**src/rtl/core/nmea_numeric_field_parser_unit_defines.svh**
```systemverilog
// ----------------------------------------------------------------------------
// NMEA numeric field parser assertion macros
// Shared concurrent assertion forms, clocked on i_clk and held off in reset.
// ----------------------------------------------------------------------------
`ifndef NMEA_NUMERIC_FIELD_PARSER_UNIT_DEFINES_SVH
`define NMEA_NUMERIC_FIELD_PARSER_UNIT_DEFINES_SVH

// The consequent holds in the same cycle as the antecedent.
`define NNFP_ASSERT_IMPL(name, ante, cons, msg) \
    name: assert property (@(posedge i_clk) disable iff (!i_rst_n) (ante) |-> (cons)) \
        else $error(msg);

// The consequent holds in the cycle after the antecedent.
`define NNFP_ASSERT_NEXT(name, ante, cons, msg) \
    name: assert property (@(posedge i_clk) disable iff (!i_rst_n) (ante) |=> (cons)) \
        else $error(msg);

// The condition never holds.
`define NNFP_ASSERT_NEVER(name, cond, msg) \
    name: assert property (@(posedge i_clk) disable iff (!i_rst_n) !(cond)) \
        else $error(msg);

`endif

```
**src/rtl/core/nnfp_pkg.sv**
```systemverilog
`timescale 1ns / 1ps
// ----------------------------------------------------------------------------
// NMEA numeric field parser package
// Shared constants, codes, the field record passed from front to back end,
// and the power-of-ten table used for the fraction conversion.
// ----------------------------------------------------------------------------
package nnfp_pkg;

    // Fraction digits kept and fraction bits produced before alignment.
    localparam int FRAC_DIGITS = 9;
    localparam int FRAC_BITS   = 32;

    // Depth of the queue between front and back end.
    localparam int QDEPTH = 2;
    localparam int QPTR_W = (QDEPTH > 1) ? $clog2(QDEPTH) : 1;
    localparam int QCNT_W = $clog2(QDEPTH + 1);

    // Field kinds.
    localparam logic [1:0] KIND_LAT = 2'd0;
    localparam logic [1:0] KIND_LON = 2'd1;
    localparam logic [1:0] KIND_DEC = 2'd2;
    localparam logic [1:0] KIND_INT = 2'd3;

    // Result status codes.
    localparam logic [1:0] ST_OK        = 2'd0;
    localparam logic [1:0] ST_MALFORMED = 2'd1;
    localparam logic [1:0] ST_RANGE     = 2'd2;

    // Character codes.
    localparam logic [7:0] CH_END   = 8'h00;
    localparam logic [7:0] CH_TAB   = 8'h09;
    localparam logic [7:0] CH_SPACE = 8'h20;
    localparam logic [7:0] CH_MINUS = 8'h2D;
    localparam logic [7:0] CH_DOT   = 8'h2E;
    localparam logic [7:0] CH_ZERO  = 8'h30;
    localparam logic [7:0] CH_NINE  = 8'h39;

    // Everything the back end needs to finish one field.
    typedef struct packed {
        logic [1:0]  kind;
        logic        bad;
        logic        negative;
        logic        short_int;
        logic        overflow;
        logic [31:0] whole;
        logic [29:0] frac;
        logic [3:0]  frac_cnt;
    } t_field;

    // Ten to the power n, saturating at ten to the ninth.
    function automatic logic [29:0] pow10(input logic [3:0] n);
        logic [29:0] v;
        case (n)
            4'd0:    v = 30'd1;
            4'd1:    v = 30'd10;
            4'd2:    v = 30'd100;
            4'd3:    v = 30'd1000;
            4'd4:    v = 30'd10000;
            4'd5:    v = 30'd100000;
            4'd6:    v = 30'd1000000;
            4'd7:    v = 30'd10000000;
            4'd8:    v = 30'd100000000;
            default: v = 30'd1000000000;
        endcase
        return v;
    endfunction

endpackage

```
**src/rtl/core/nnfp_front.sv**
```systemverilog
`timescale 1ns / 1ps
// ----------------------------------------------------------------------------
// NMEA numeric field parser front end
// Scans one character per beat, accumulates the integer and fraction digits,
// and pushes a field record into the queue when the end character arrives.
// ----------------------------------------------------------------------------
module nnfp_front
    import nnfp_pkg::*;
(
    input  logic        i_clk,
    input  logic        i_rst_n,
    input  logic        i_valid,
    input  logic [7:0]  i_ch,
    input  logic [1:0]  i_field_kind,
    input  logic        i_q_full,
    output logic        o_stall,
    output logic        o_push,
    output t_field      o_entry
);

    // Scan phases.
    localparam logic [2:0] PH_IDLE = 3'd0;
    localparam logic [2:0] PH_LEAD = 3'd1;
    localparam logic [2:0] PH_INT  = 3'd2;
    localparam logic [2:0] PH_FRAC = 3'd3;
    localparam logic [2:0] PH_TAIL = 3'd4;
    localparam logic [2:0] PH_BAD  = 3'd5;

    logic [2:0]  r_phase, n_phase;
    logic [1:0]  r_kind, n_kind;
    logic        r_neg, n_neg;
    logic [31:0] r_whole, n_whole;
    logic        r_ovf, n_ovf;
    logic [3:0]  r_int_cnt, n_int_cnt;
    logic [29:0] r_frac, n_frac;
    logic [3:0]  r_frac_cnt, n_frac_cnt;

    logic        w_accept;
    logic        w_end;
    logic [2:0]  w_phase;
    logic [1:0]  w_kind;
    logic        w_coord;
    logic        w_digit;
    logic [3:0]  w_dig;
    logic [35:0] w_int_prod;
    logic [33:0] w_frac_prod;
    logic        w_do_int;

    // A beat is taken unless the queue is full.
    assign o_stall  = i_q_full;
    assign w_accept = i_valid && !i_q_full;
    assign w_end    = (i_ch == CH_END);
    assign o_push   = w_accept && w_end;

    // The first character of a field samples the kind and opens the field.
    assign w_phase = (r_phase == PH_IDLE) ? PH_LEAD : r_phase;
    assign w_kind  = (r_phase == PH_IDLE) ? i_field_kind : r_kind;
    assign w_coord = (w_kind == KIND_LAT) || (w_kind == KIND_LON);
    assign w_digit = (i_ch >= CH_ZERO) && (i_ch <= CH_NINE);
    assign w_dig   = 4'(i_ch - CH_ZERO);

    // Times ten plus digit, as shift and add.
    assign w_int_prod  = 36'({r_whole, 3'b000}) + 36'({r_whole, 1'b0}) + 36'(w_dig);
    assign w_frac_prod = 34'({r_frac, 3'b000}) + 34'({r_frac, 1'b0}) + 34'(w_dig);

    // Field record, taken at the end character.
    assign o_entry.kind      = w_kind;
    assign o_entry.bad       = (w_phase == PH_BAD);
    assign o_entry.negative  = r_neg;
    assign o_entry.short_int = (r_int_cnt < 4'd3);
    assign o_entry.overflow  = r_ovf;
    assign o_entry.whole     = r_whole;
    assign o_entry.frac      = r_frac;
    assign o_entry.frac_cnt  = r_frac_cnt;

    // Character scanner.
    always_comb begin
        n_phase    = w_phase;
        n_kind     = w_kind;
        n_neg      = r_neg;
        n_whole    = r_whole;
        n_ovf      = r_ovf;
        n_int_cnt  = r_int_cnt;
        n_frac     = r_frac;
        n_frac_cnt = r_frac_cnt;
        w_do_int   = 1'b0;

        case (w_phase)
            PH_LEAD: begin
                if ((i_ch == CH_SPACE) || (i_ch == CH_TAB)) begin
                    n_phase = PH_LEAD;
                end else if ((i_ch == CH_MINUS) && !w_coord) begin
                    n_neg   = 1'b1;
                    n_phase = PH_INT;
                end else begin
                    w_do_int = 1'b1;
                end
            end
            PH_INT: begin
                w_do_int = 1'b1;
            end
            PH_FRAC: begin
                if (w_digit) begin
                    if (r_frac_cnt < 4'(FRAC_DIGITS)) begin
                        n_frac     = w_frac_prod[29:0];
                        n_frac_cnt = r_frac_cnt + 4'd1;
                    end
                end else begin
                    n_phase = w_coord ? PH_TAIL : PH_BAD;
                end
            end
            default: begin
            end
        endcase

        // Integer part handling, shared by the lead and integer phases.
        if (w_do_int) begin
            if (w_digit) begin
                n_phase = PH_INT;
                n_whole = w_int_prod[31:0];
                if (w_int_prod[35:32] != 4'd0) begin
                    n_ovf = 1'b1;
                end
                if (r_int_cnt != 4'd15) begin
                    n_int_cnt = r_int_cnt + 4'd1;
                end
            end else if ((i_ch == CH_DOT) && (w_kind != KIND_INT)) begin
                n_phase = PH_FRAC;
            end else begin
                n_phase = w_coord ? PH_TAIL : PH_BAD;
            end
        end

        // The end character closes the field and clears the scanner.
        if (w_end) begin
            n_phase    = PH_IDLE;
            n_kind     = KIND_LAT;
            n_neg      = 1'b0;
            n_whole    = '0;
            n_ovf      = 1'b0;
            n_int_cnt  = '0;
            n_frac     = '0;
            n_frac_cnt = '0;
        end
    end

    // Scanner state.
    always_ff @(posedge i_clk) begin
        if (!i_rst_n) begin
            r_phase    <= PH_IDLE;
            r_kind     <= KIND_LAT;
            r_neg      <= 1'b0;
            r_whole    <= '0;
            r_ovf      <= 1'b0;
            r_int_cnt  <= '0;
            r_frac     <= '0;
            r_frac_cnt <= '0;
        end else if (w_accept) begin
            r_phase    <= n_phase;
            r_kind     <= n_kind;
            r_neg      <= n_neg;
            r_whole    <= n_whole;
            r_ovf      <= n_ovf;
            r_int_cnt  <= n_int_cnt;
            r_frac     <= n_frac;
            r_frac_cnt <= n_frac_cnt;
        end
    end

endmodule

```
**src/rtl/core/nnfp_queue.sv**
```systemverilog
`timescale 1ns / 1ps
// ----------------------------------------------------------------------------
// NMEA numeric field parser record queue
// A short first-in first-out buffer of field records that decouples the
// character scanner from the conversion back end. The head record is read
// through a register and is valid the cycle after it is popped.
// ----------------------------------------------------------------------------
module nnfp_queue
    import nnfp_pkg::*;
(
    input  logic   i_clk,
    input  logic   i_rst_n,
    input  logic   i_push,
    input  t_field i_entry,
    input  logic   i_pop,
    output t_field o_entry,
    output logic   o_full,
    output logic   o_empty
);

    t_field              r_mem [QDEPTH];
    logic [QPTR_W-1:0]   r_wr;
    logic [QPTR_W-1:0]   r_rd;
    logic [QCNT_W-1:0]   r_cnt;

    assign o_full  = (r_cnt == QCNT_W'(QDEPTH));
    assign o_empty = (r_cnt == '0);

    // Record storage; the head slot is sampled every cycle.
    always_ff @(posedge i_clk) begin
        if (i_push) begin
            r_mem[r_wr] <= i_entry;
        end
        o_entry <= r_mem[r_rd];
    end

    // Pointers and fill count.
    always_ff @(posedge i_clk) begin
        if (!i_rst_n) begin
            r_wr  <= '0;
            r_rd  <= '0;
            r_cnt <= '0;
        end else begin
            if (i_push) begin
                r_wr <= (r_wr == QPTR_W'(QDEPTH - 1)) ? '0 : r_wr + QPTR_W'(1);
            end
            if (i_pop) begin
                r_rd <= (r_rd == QPTR_W'(QDEPTH - 1)) ? '0 : r_rd + QPTR_W'(1);
            end
            if (i_push && !i_pop) begin
                r_cnt <= r_cnt + QCNT_W'(1);
            end else if (i_pop && !i_push) begin
                r_cnt <= r_cnt - QCNT_W'(1);
            end
        end
    end

endmodule

```
**src/rtl/core/nnfp_back.sv**
```systemverilog
`timescale 1ns / 1ps
`include "nmea_numeric_field_parser_unit_defines.svh"
// ----------------------------------------------------------------------------
// NMEA numeric field parser back end
// Turns a field record into a result: reciprocal multiplications split
// degrees from minutes and divide the minutes by sixty, a bit-serial divider
// converts the decimal fraction to binary; a result register holds the beat
// for the consumer.
// ----------------------------------------------------------------------------
module nnfp_back
    import nnfp_pkg::*;
(
    input  logic               i_clk,
    input  logic               i_rst_n,
    input  t_field             i_entry,
    input  logic               i_empty,
    output logic               o_pop,
    input  logic               i_stall,
    output logic               o_valid,
    output logic signed [63:0] o_fixed_value,
    output logic signed [31:0] o_int_value,
    output logic [1:0]         o_status
);

    // Sequencer states.
    localparam logic [3:0] B_IDLE  = 4'd0;
    localparam logic [3:0] B_LOAD  = 4'd1;
    localparam logic [3:0] B_SETUP = 4'd2;
    localparam logic [3:0] B_D100  = 4'd3;
    localparam logic [3:0] B_CHECK = 4'd4;
    localparam logic [3:0] B_FRAC  = 4'd5;
    localparam logic [3:0] B_FEND  = 4'd6;
    localparam logic [3:0] B_D60   = 4'd7;
    localparam logic [3:0] B_CEND  = 4'd8;
    localparam logic [3:0] B_DONE  = 4'd9;

    // Reciprocals: 2^19 / 100 and 2^35 / 15 rounded up, 2^32 / 60 truncated.
    localparam logic [12:0] RECIP_100 = 13'd5243;
    localparam logic [31:0] RECIP_15  = 32'h8888_8889;
    localparam logic [31:0] MIN_STEP  = 32'd71582788;

    logic [3:0]  r_state;
    t_field      r_ent;
    logic [29:0] r_rem;
    logic [31:0] r_sh;
    logic [29:0] r_div;
    logic [5:0]  r_cnt;
    logic [7:0]  r_deg;
    logic [6:0]  r_min;
    logic [63:0] r_res_fixed;
    logic [31:0] r_res_int;
    logic [1:0]  r_res_status;
    logic        r_out_valid;
    logic [63:0] r_out_fixed;
    logic [31:0] r_out_int;
    logic [1:0]  r_out_status;

    logic        w_busy_div;
    logic [30:0] w_trial;
    logic        w_ge;
    logic [29:0] w_rem_next;
    logic        w_last;
    logic [7:0]  w_lim;
    logic [31:0] w_coord_max;
    logic        w_coord_wide;
    logic [14:0] w_whole15;
    logic [27:0] w_deg_prod;
    logic [14:0] w_min;
    logic        w_coord_fail;
    logic [31:0] w_frac32;
    logic [31:0] w_q60_in;
    logic [63:0] w_q15_prod;
    logic [31:0] w_min_term;
    logic [63:0] w_mag;
    logic        w_exceed;
    logic        w_dec_range;
    logic        w_load_out;
    logic        w_status_undef;

    assign o_pop         = (r_state == B_IDLE) && !i_empty;
    assign o_valid       = r_out_valid;
    assign o_fixed_value = r_out_fixed;
    assign o_int_value   = r_out_int;
    assign o_status      = r_out_status;

    // One restoring division step: shift in a dividend bit, subtract if it fits.
    assign w_busy_div = (r_state == B_FRAC);
    assign w_trial    = {r_rem, r_sh[31]};
    assign w_ge       = (w_trial >= {1'b0, r_div});
    assign w_rem_next = w_ge ? 30'(w_trial - {1'b0, r_div}) : w_trial[29:0];
    assign w_last     = (r_cnt == 6'(FRAC_BITS - 1));

    // Coordinates above ddd59 fail outright; below that the integer part fits
    // 15 bits and degrees come from a reciprocal multiplication by 1/100.
    assign w_lim        = (r_ent.kind == KIND_LAT) ? 8'd90 : 8'd180;
    assign w_coord_max  = (r_ent.kind == KIND_LAT) ? 32'd9059 : 32'd18059;
    assign w_coord_wide = (r_ent.whole > w_coord_max);
    assign w_whole15    = r_ent.whole[14:0];
    assign w_deg_prod   = {13'd0, w_whole15} * {15'd0, RECIP_100};
    assign w_min        = w_whole15 - ({7'd0, r_deg} * 15'd100);

    // Coordinate range check on degrees and minutes.
    assign w_coord_fail = (r_deg > w_lim) || (w_min > 15'd59)
                        || ((r_deg == w_lim)
                            && ((w_min != 15'd0) || (r_ent.frac != 30'd0)));

    // Fraction aligned to 32 bits, and the decimal magnitude with its limit.
    assign w_frac32    = r_sh << (32 - FRAC_BITS);
    assign w_mag       = {r_ent.whole, w_frac32};
    assign w_exceed    = r_ent.negative ? (w_mag[63] && (w_mag[62:0] != 63'd0)) : w_mag[63];
    assign w_dec_range = r_ent.overflow || w_exceed;

    // Minutes over sixty: min * 2^32 / 60 splits into min * MIN_STEP plus
    // (16 * min + fraction) / 60, which is taken as a quarter divided by 15.
    assign w_q60_in   = {23'd0, r_min, 2'b00} + {2'b00, w_frac32[31:2]};
    assign w_q15_prod = {32'd0, r_sh} * {32'd0, RECIP_15};
    assign w_min_term = {25'd0, r_min} * MIN_STEP;

    assign w_load_out = (r_state == B_DONE) && (!r_out_valid || !i_stall);

    assign w_status_undef = (r_out_status != ST_OK) && (r_out_status != ST_MALFORMED)
                          && (r_out_status != ST_RANGE);

    // Conversion sequencer.
    always_ff @(posedge i_clk) begin
        if (!i_rst_n) begin
            r_state <= B_IDLE;
        end else begin
            case (r_state)
                B_IDLE: begin
                    if (o_pop) begin
                        r_state <= B_LOAD;
                    end
                end
                B_LOAD: begin
                    // The popped record is on the queue output this cycle.
                    r_ent   <= i_entry;
                    r_state <= B_SETUP;
                end
                B_SETUP: begin
                    r_res_fixed <= '0;
                    r_res_int   <= '0;
                    r_cnt       <= '0;
                    case (r_ent.kind)
                        KIND_LAT, KIND_LON: begin
                            if (r_ent.short_int) begin
                                r_res_status <= ST_MALFORMED;
                                r_state      <= B_DONE;
                            end else if (r_ent.overflow || w_coord_wide) begin
                                r_res_status <= ST_RANGE;
                                r_state      <= B_DONE;
                            end else begin
                                r_state <= B_D100;
                            end
                        end
                        KIND_DEC: begin
                            r_rem   <= r_ent.frac;
                            r_sh    <= '0;
                            r_div   <= pow10(r_ent.frac_cnt);
                            r_state <= B_FRAC;
                        end
                        default: begin
                            r_res_int    <= r_ent.negative ? (32'd0 - r_ent.whole)
                                                           : r_ent.whole;
                            r_res_status <= r_ent.bad ? ST_MALFORMED : ST_OK;
                            r_state      <= B_DONE;
                        end
                    endcase
                end
                B_D100: begin
                    r_deg   <= w_deg_prod[26:19];
                    r_state <= B_CHECK;
                end
                B_FRAC: begin
                    r_rem <= w_rem_next;
                    r_sh  <= {r_sh[30:0], w_ge};
                    r_cnt <= r_cnt + 6'd1;
                    if (w_last) begin
                        r_state <= B_FEND;
                    end
                end
                B_CHECK: begin
                    if (w_coord_fail) begin
                        r_res_status <= ST_RANGE;
                        r_state      <= B_DONE;
                    end else begin
                        r_min   <= w_min[6:0];
                        r_rem   <= r_ent.frac;
                        r_sh    <= '0;
                        r_div   <= pow10(r_ent.frac_cnt);
                        r_cnt   <= '0;
                        r_state <= B_FRAC;
                    end
                end
                B_FEND: begin
                    if (r_ent.kind == KIND_DEC) begin
                        r_res_status <= r_ent.bad ? ST_MALFORMED
                                      : (w_dec_range ? ST_RANGE : ST_OK);
                        r_res_fixed  <= w_dec_range ? 64'd0
                                      : (r_ent.negative ? (64'd0 - w_mag) : w_mag);
                        r_state      <= B_DONE;
                    end else begin
                        r_sh    <= w_q60_in;
                        r_state <= B_D60;
                    end
                end
                B_D60: begin
                    r_sh    <= {3'd0, w_q15_prod[63:35]};
                    r_state <= B_CEND;
                end
                B_CEND: begin
                    r_res_fixed  <= {24'd0, r_deg, r_sh + w_min_term};
                    r_res_status <= ST_OK;
                    r_state      <= B_DONE;
                end
                B_DONE: begin
                    if (w_load_out) begin
                        r_state <= B_IDLE;
                    end
                end
                default: begin
                    r_state <= B_IDLE;
                end
            endcase
        end
    end

    // Result register toward the consumer.
    always_ff @(posedge i_clk) begin
        if (!i_rst_n) begin
            r_out_valid <= 1'b0;
        end else if (w_load_out) begin
            r_out_valid <= 1'b1;
        end else if (!i_stall) begin
            r_out_valid <= 1'b0;
        end
    end

    always_ff @(posedge i_clk) begin
        if (w_load_out) begin
            r_out_fixed  <= r_res_fixed;
            r_out_int    <= r_res_int;
            r_out_status <= r_res_status;
        end
    end

    // The divider remainder stays below the divisor on every step.
    `NNFP_ASSERT_IMPL(a_rem_below_div, w_busy_div, r_rem < r_div, "divider remainder out of range")
    // A coordinate that passed the range check carries at most 180 degrees.
    `NNFP_ASSERT_IMPL(a_deg_bounded, r_state == B_CEND, r_deg <= 8'd180, "degrees exceed limit")
    // Taking a record from the queue always loads it next.
    `NNFP_ASSERT_NEXT(a_pop_to_load, o_pop, r_state == B_LOAD, "popped record not loaded")
    // A delivered result carries a defined status code.
    `NNFP_ASSERT_NEVER(a_status_code, r_out_valid && w_status_undef, "undefined status code")

endmodule

```
**src/rtl/core/nmea_numeric_field_parser_unit.sv**
```systemverilog
// After the end character of a field is accepted, its record waits in the queue for
// the back end; an integer is converted directly, a coordinate may be rejected as
// malformed or out of range; others and decimals use the bit-serial fraction divider.
// Throughput: one character per cycle while the two-record queue has room; the back end
// converts one field at a time, so short fields in a row stall the input.
// Reset: synchronous active-low i_rst_n clears the scanner, queue and sequencer.
`timescale 1ns / 1ps
// ----------------------------------------------------------------------------
// NMEA numeric field parser unit
// Parses latitude, longitude, decimal and integer NMEA fields one character
// per beat and delivers one Q31.32 or integer result per field.
// ----------------------------------------------------------------------------
module nmea_numeric_field_parser_unit
    import nnfp_pkg::*;
(
    input  logic               i_clk,
    input  logic               i_rst_n,
    input  logic               i_in_valid,
    output logic               o_in_stall,
    input  logic [7:0]         i_ch,
    input  logic [1:0]         i_field_kind,
    output logic               o_out_valid,
    input  logic               i_out_stall,
    output logic signed [63:0] o_fixed_value,
    output logic signed [31:0] o_int_value,
    output logic [1:0]         o_status
);

    logic   w_q_full;
    logic   w_q_empty;
    logic   w_push;
    logic   w_pop;
    t_field w_push_entry;
    t_field w_head_entry;

    // Character scanner.
    nnfp_front u_front (
        .i_clk        (i_clk),
        .i_rst_n      (i_rst_n),
        .i_valid      (i_in_valid),
        .i_ch         (i_ch),
        .i_field_kind (i_field_kind),
        .i_q_full     (w_q_full),
        .o_stall      (o_in_stall),
        .o_push       (w_push),
        .o_entry      (w_push_entry)
    );

    // Record queue between scanner and converter.
    nnfp_queue u_queue (
        .i_clk   (i_clk),
        .i_rst_n (i_rst_n),
        .i_push  (w_push),
        .i_entry (w_push_entry),
        .i_pop   (w_pop),
        .o_entry (w_head_entry),
        .o_full  (w_q_full),
        .o_empty (w_q_empty)
    );

    // Conversion back end and result register.
    nnfp_back u_back (
        .i_clk         (i_clk),
        .i_rst_n       (i_rst_n),
        .i_entry       (w_head_entry),
        .i_empty       (w_q_empty),
        .o_pop         (w_pop),
        .i_stall       (i_out_stall),
        .o_valid       (o_out_valid),
        .o_fixed_value (o_fixed_value),
        .o_int_value   (o_int_value),
        .o_status      (o_status)
    );

endmodule
```
**config.mk**
```make
export PLATFORM = sky130hd
export DESIGN_NAME = nmea_numeric_field_parser_unit
export DESIGN_NICKNAME = d
export VERILOG_FILES = /design/src/rtl/core/nnfp_pkg.sv /design/src/rtl/core/nnfp_front.sv /design/src/rtl/core/nnfp_queue.sv /design/src/rtl/core/nnfp_back.sv /design/src/rtl/core/nmea_numeric_field_parser_unit.sv
export VERILOG_INCLUDE_DIRS = /design/src /design/src/rtl/core
export SDC_FILE = /design/constraint.sdc
export NUM_CORES = 2
export LEC_CHECK = 0
export BUFFER_PORTS_ARGS = -buffer_cell sky130_fd_sc_hd__clkbuf_2
export CAP_MARGIN = 20
export CORE_MARGIN = 2
export CORE_UTILIZATION = 30
export CTS_BUF_LIST = sky130_fd_sc_hd__clkbuf_4
export CTS_CLUSTER_DIAMETER = 60
export DETAILED_ROUTE_END_ITERATION = 8
export PLACE_DENSITY = 0.5
export SLEW_MARGIN = 20
export SYNTH_ARGS = -nofsm -noshare
export SYNTH_HDL_FRONTEND = slang
export SYNTH_SLANG_ARGS = --single-unit
export TNS_END_PERCENT = 30
```
**constraint.sdc**
```tcl
create_clock -name i_clk -period 20.1 [get_ports i_clk]
set_input_delay 3.015 -clock i_clk [delete_from_list [all_inputs] [get_ports i_clk]]
set_output_delay 3.015 -clock i_clk [all_outputs]
set_load 0.01 [all_outputs]
```
==> impl_metrics.py <==
metrics = {
    "placement": {
        "portBuffers": 113,
        "placedCellCount": 6653,
        "place_ws_ns": 12.51,
        "gp_congestion": 0.916,
        "hpwl_um": 103000,
    },
    "synthesis": {
        "yosysTopAreaCell": "edfxtp_1",
        "synthCells": 4443,
        "syn-num-nets": 5367,
        "syn_avg_cell_area_um2": 10.9,
        "ys_seq_area_frac": 0.396,
        "ys_types": 100,
        "yosys_warnings": 0,
        "yosysMostFrequentCell": "ha_1",
        "yosys.area.top_type_share": 0.321,
        "synthTopCellsByCount": "ha_1 (673), inv_1 (522), edfxtp_1 (518)",
        "synth_edf_count": 518,
        "yosys_register_bits": 699,
        "async_reset_ff_frac": 0,
        "synth_area_leaders": "edfxtp_1 (32%), ha_1 (17%), fa_1 (9.8%)",
        "synth_ff_type": "edfxtp_1",
        "synth_area_mm2": 0.0485,
    },
    "final_layout": {
        "area_delta_synth_final_pct": 11.5,
        "drive_above_1_share": 0.121,
        "fin_cells": 6977,
        "nets": 5595,
    },
    "timing": {
        "hold_viol": 0,
        "grt_setup_unrepaired": "no",
        "fin_skew_ns": 0.102,
        "finalCritPeriodShare": 0.380,
        "tightest_slew_ns": 1.05,
        "slew-limit-headroom": 0.299,
        "finalMaxSlewViolations": 0,
        "setup_slack_ns": 12.47,
        "setup_viol": 0,
        "fmax_mhz": 131,
        "fin_crit_ns": 7.63,
        "tns_ns": 0,
    },
    "critical_path": {
        "cp_num_cells": 20,
        "cp-startpoint": "u_back.r_sh[5]$_SDFFCE_PN0P_",
        "cp_slowest_cell": "edfxtp_1",
        "crit_path_max_fanout": 13,
        "reg2reg_to": "u_back.r_sh[25]$_SDFFCE_PN0P_",
        "r2r_setup_slack_ns": 12.47,
        "startpoint_type": "register",
        "end_kind": "register",
        "crit_arrival_ns": 8.55,
        "max_stage_delay_ns": 0.74,
        "path_cells": "ha_1 > inv_1 > fa_1 > fa_1 > fa_1 > fa_1 > inv_1 > fa_1 > inv_1 > fa_1 > inv_1 > ha_1 > nand3_1 > o41ai_1 > a221oi_1 > o21ai_1 > nor4_2 > nor3_1 > o21ai_0 > a41o_1",
        "critPathTopFamily": "adder cells",
        "crit_buf_inv": 4,
        "endpoint": "u_back.r_sh[25]$_SDFFCE_PN0P_",
        "crit_top_cell": "fa_1",
        "r2r_start": "u_back.r_sh[5]$_SDFFCE_PN0P_",
        "critPathKind": "reg -> reg",
        "crit_required_ns": 21.02,
        "rr_worst_depth": 20,
    },
    "die": {
        "ioPinCount": 114,
        "dieArea_mm2": 0.165,
        "coreArea_mm2": 0.161,
        "die_w_um": 406,
        "rows": 147,
        "die_h_um": 406,
        "initial_core_util": 0.302,
    },
    "route": {
        "ant_nets": 0,
        "viasPerCell": 4.86,
        "first_pass_iters": 5,
        "drcViolationCount": 0,
        "wl_per_cell_um": 19.1,
        "totalWireLength_um": 134000,
        "via_count": 33900,
        "drtIter0Drc": 2006,
    },
    "worst_hold_path": {
        "holdPathStages": 0,
        "hold_path_class": "reg -> reg",
    },
    "clocking": {
        "clkLatencyLatePin_ns": 1.16,
        "h-tree-depth": 4,
        "numCtsBuffers": 176,
        "cts-hold-fix-buffers": 0,
        "ctsRootBufferMaster": "clkbuf_4",
        "post_cts_buffers": 0,
        "cts.sink_count": 699,
        "cts_resized": 0,
        "cts_buffer_depth": 3,
        "clk_pin_slew_worst_paths_ns": 0.07,
        "cts_tree": "built",
    },
    "global_route": {
        "antenna_found_initial": 9,
        "grt_max_degree": 69,
        "grt_pass1_vias": 34200,
        "grt_usage": 0.163,
        "grt_pass1_wl_um": 205000,
        "overflow": 0,
    },
    "power": {
        "total_power_mw": 5.12,
        "ir_worst_vdd_v": 0.0000988,
        "p_leak_nw": 23.6,
        "cellPowerDensity_mw_per_mm2": 94.8,
    },
    "job": {
        "cap_viol_max_count": 0,
    },
    "run_status": {
        "outcome": "completed",
    },
}
metrics by stage:
stage / instance area [um2] / utilization / hold WS [ns]
after floorplan: 48500 / - / 0.386
after detailed placement: 51800 / 0.322 / 0.389
after global routing: 54100 / 0.337 / 0.380
final: 54100 / 0.337 / 0.387
after global placement: 51700 / 0.322 / 0.387
after CTS: 54100 / 0.337 / 0.377
how the worst min path moves through the flow:
stage	start	to	slack [ns]
after floorplan	register	u_back.r_div[0]$_DFFE_PP_	0.39
after global placement	u_queue.o_entry[16]$_DFF_P_	u_back.r_ent[16]$_DFFE_PP_	0.39
after detailed placement	register	u_back.r_div[12]$_DFFE_PP_	0.39
after CTS	u_back.r_res_fixed[0]$_SDFFCE_PP0P_	u_back.o_fixed_value[0]$_DFFE_PP_	0.38
after global routing	u_back.r_res_fixed[16]$_SDFFCE_PP0P_	u_back.o_fixed_value[16]$_DFFE_PP_	0.38
final	u_back.r_res_fixed[0]$_SDFFCE_PP0P_	u_back.o_fixed_value[0]$_DFFE_PP_	0.39
cells by family after synthesis:
| family | count (synthesis) | share of synthesized area |
|---|---|---|
| simple gates | 950 | 0.0937 |
| fa+ha+maj | 910 | 0.272 |
| compound gates | 859 | 0.114 |
| flops | 699 | 0.396 |
| buf+inv | 636 | 0.0502 |
| xor+xnor | 277 | 0.0500 |
| mux | 112 | 0.0250 |
sequential cells by signal, indices dropped and copies added (netlist names), 6 cells and up, named ones only:
signal and cells:
u_queue.r_mem 144, u_back.r_ent 72, u_back.o_int_value 32, u_front.r_whole 32, u_back.r_min 7, u_back.r_cnt 6, u_back.o_fixed_value 64, u_back.r_div 23
u_back.r_sh 32, u_back.r_deg 8, u_queue.o_entry 72, u_back.r_rem 30, u_back.r_res_fixed 64, u_front.r_frac 30, u_back.r_res_int 32
worst reg2reg max path, cell delays in order, from the launching register on:
cell      delay, ns
edfxtp_1       0.74
ha_1           0.37
inv_1          0.13
fa_1           0.50
fa_1           0.52
fa_1           0.53
fa_1           0.54
inv_1          0.05
fa_1           0.53
inv_1          0.05
fa_1           0.53
inv_1          0.04
ha_1           0.36
nand3_1        0.16
o41ai_1        0.59
a221oi_1       0.34
o21ai_1        0.45
nor4_2         0.11
nor3_1         0.44
o21ai_0        0.17
a41o_1         0.22
where the power goes:
group	leakage, nW	switching, mW	internal, mW
clock network	1.36	0.603	0.628
logic	15.9	1.23	0.858
registers	6.31	0.102	1.71
total	23.6	1.93	3.19
layer usage:
layer	share of wire	global-route usage	vias to the layer above	routed length, um
met1	0.48	0.231	16500	64100
met2	0.44	0.249	818	58500
li1	-	-	16400	-
met3	0.054	0.0299	184	7200
met4	0.027	0.0547	4	3580
met5	0.00090	0	-	120
placed cells by master (no fill, tap or decap), types with 109 or more instances in the layout:
cell      netlist  layout
ha_1          673     673
inv_1         522     520
edfxtp_1      518     518
nor2_1        264     260
nand2_1       261     258
clkbuf_4        0     255
a21oi_1       238     238
fa_1          237     237
o21ai_0       193     193
dfxtp_1       181     180
xnor2_1       168     168
nand3_1       114     114
clkbuf_2        1     113
xor2_1        109     109
final cells by class:
cell class	instances	area [um2]
antenna	6	15.0
multi-input combinational	3108	27000
inverter	522	1960
clock inverter	63	383
clock buffer	255	1910
timing repair buffer	164	961
sequential	699	19200
tap	2160	2700
fill	16300	106000
Power figures use the tool's default switching activity.
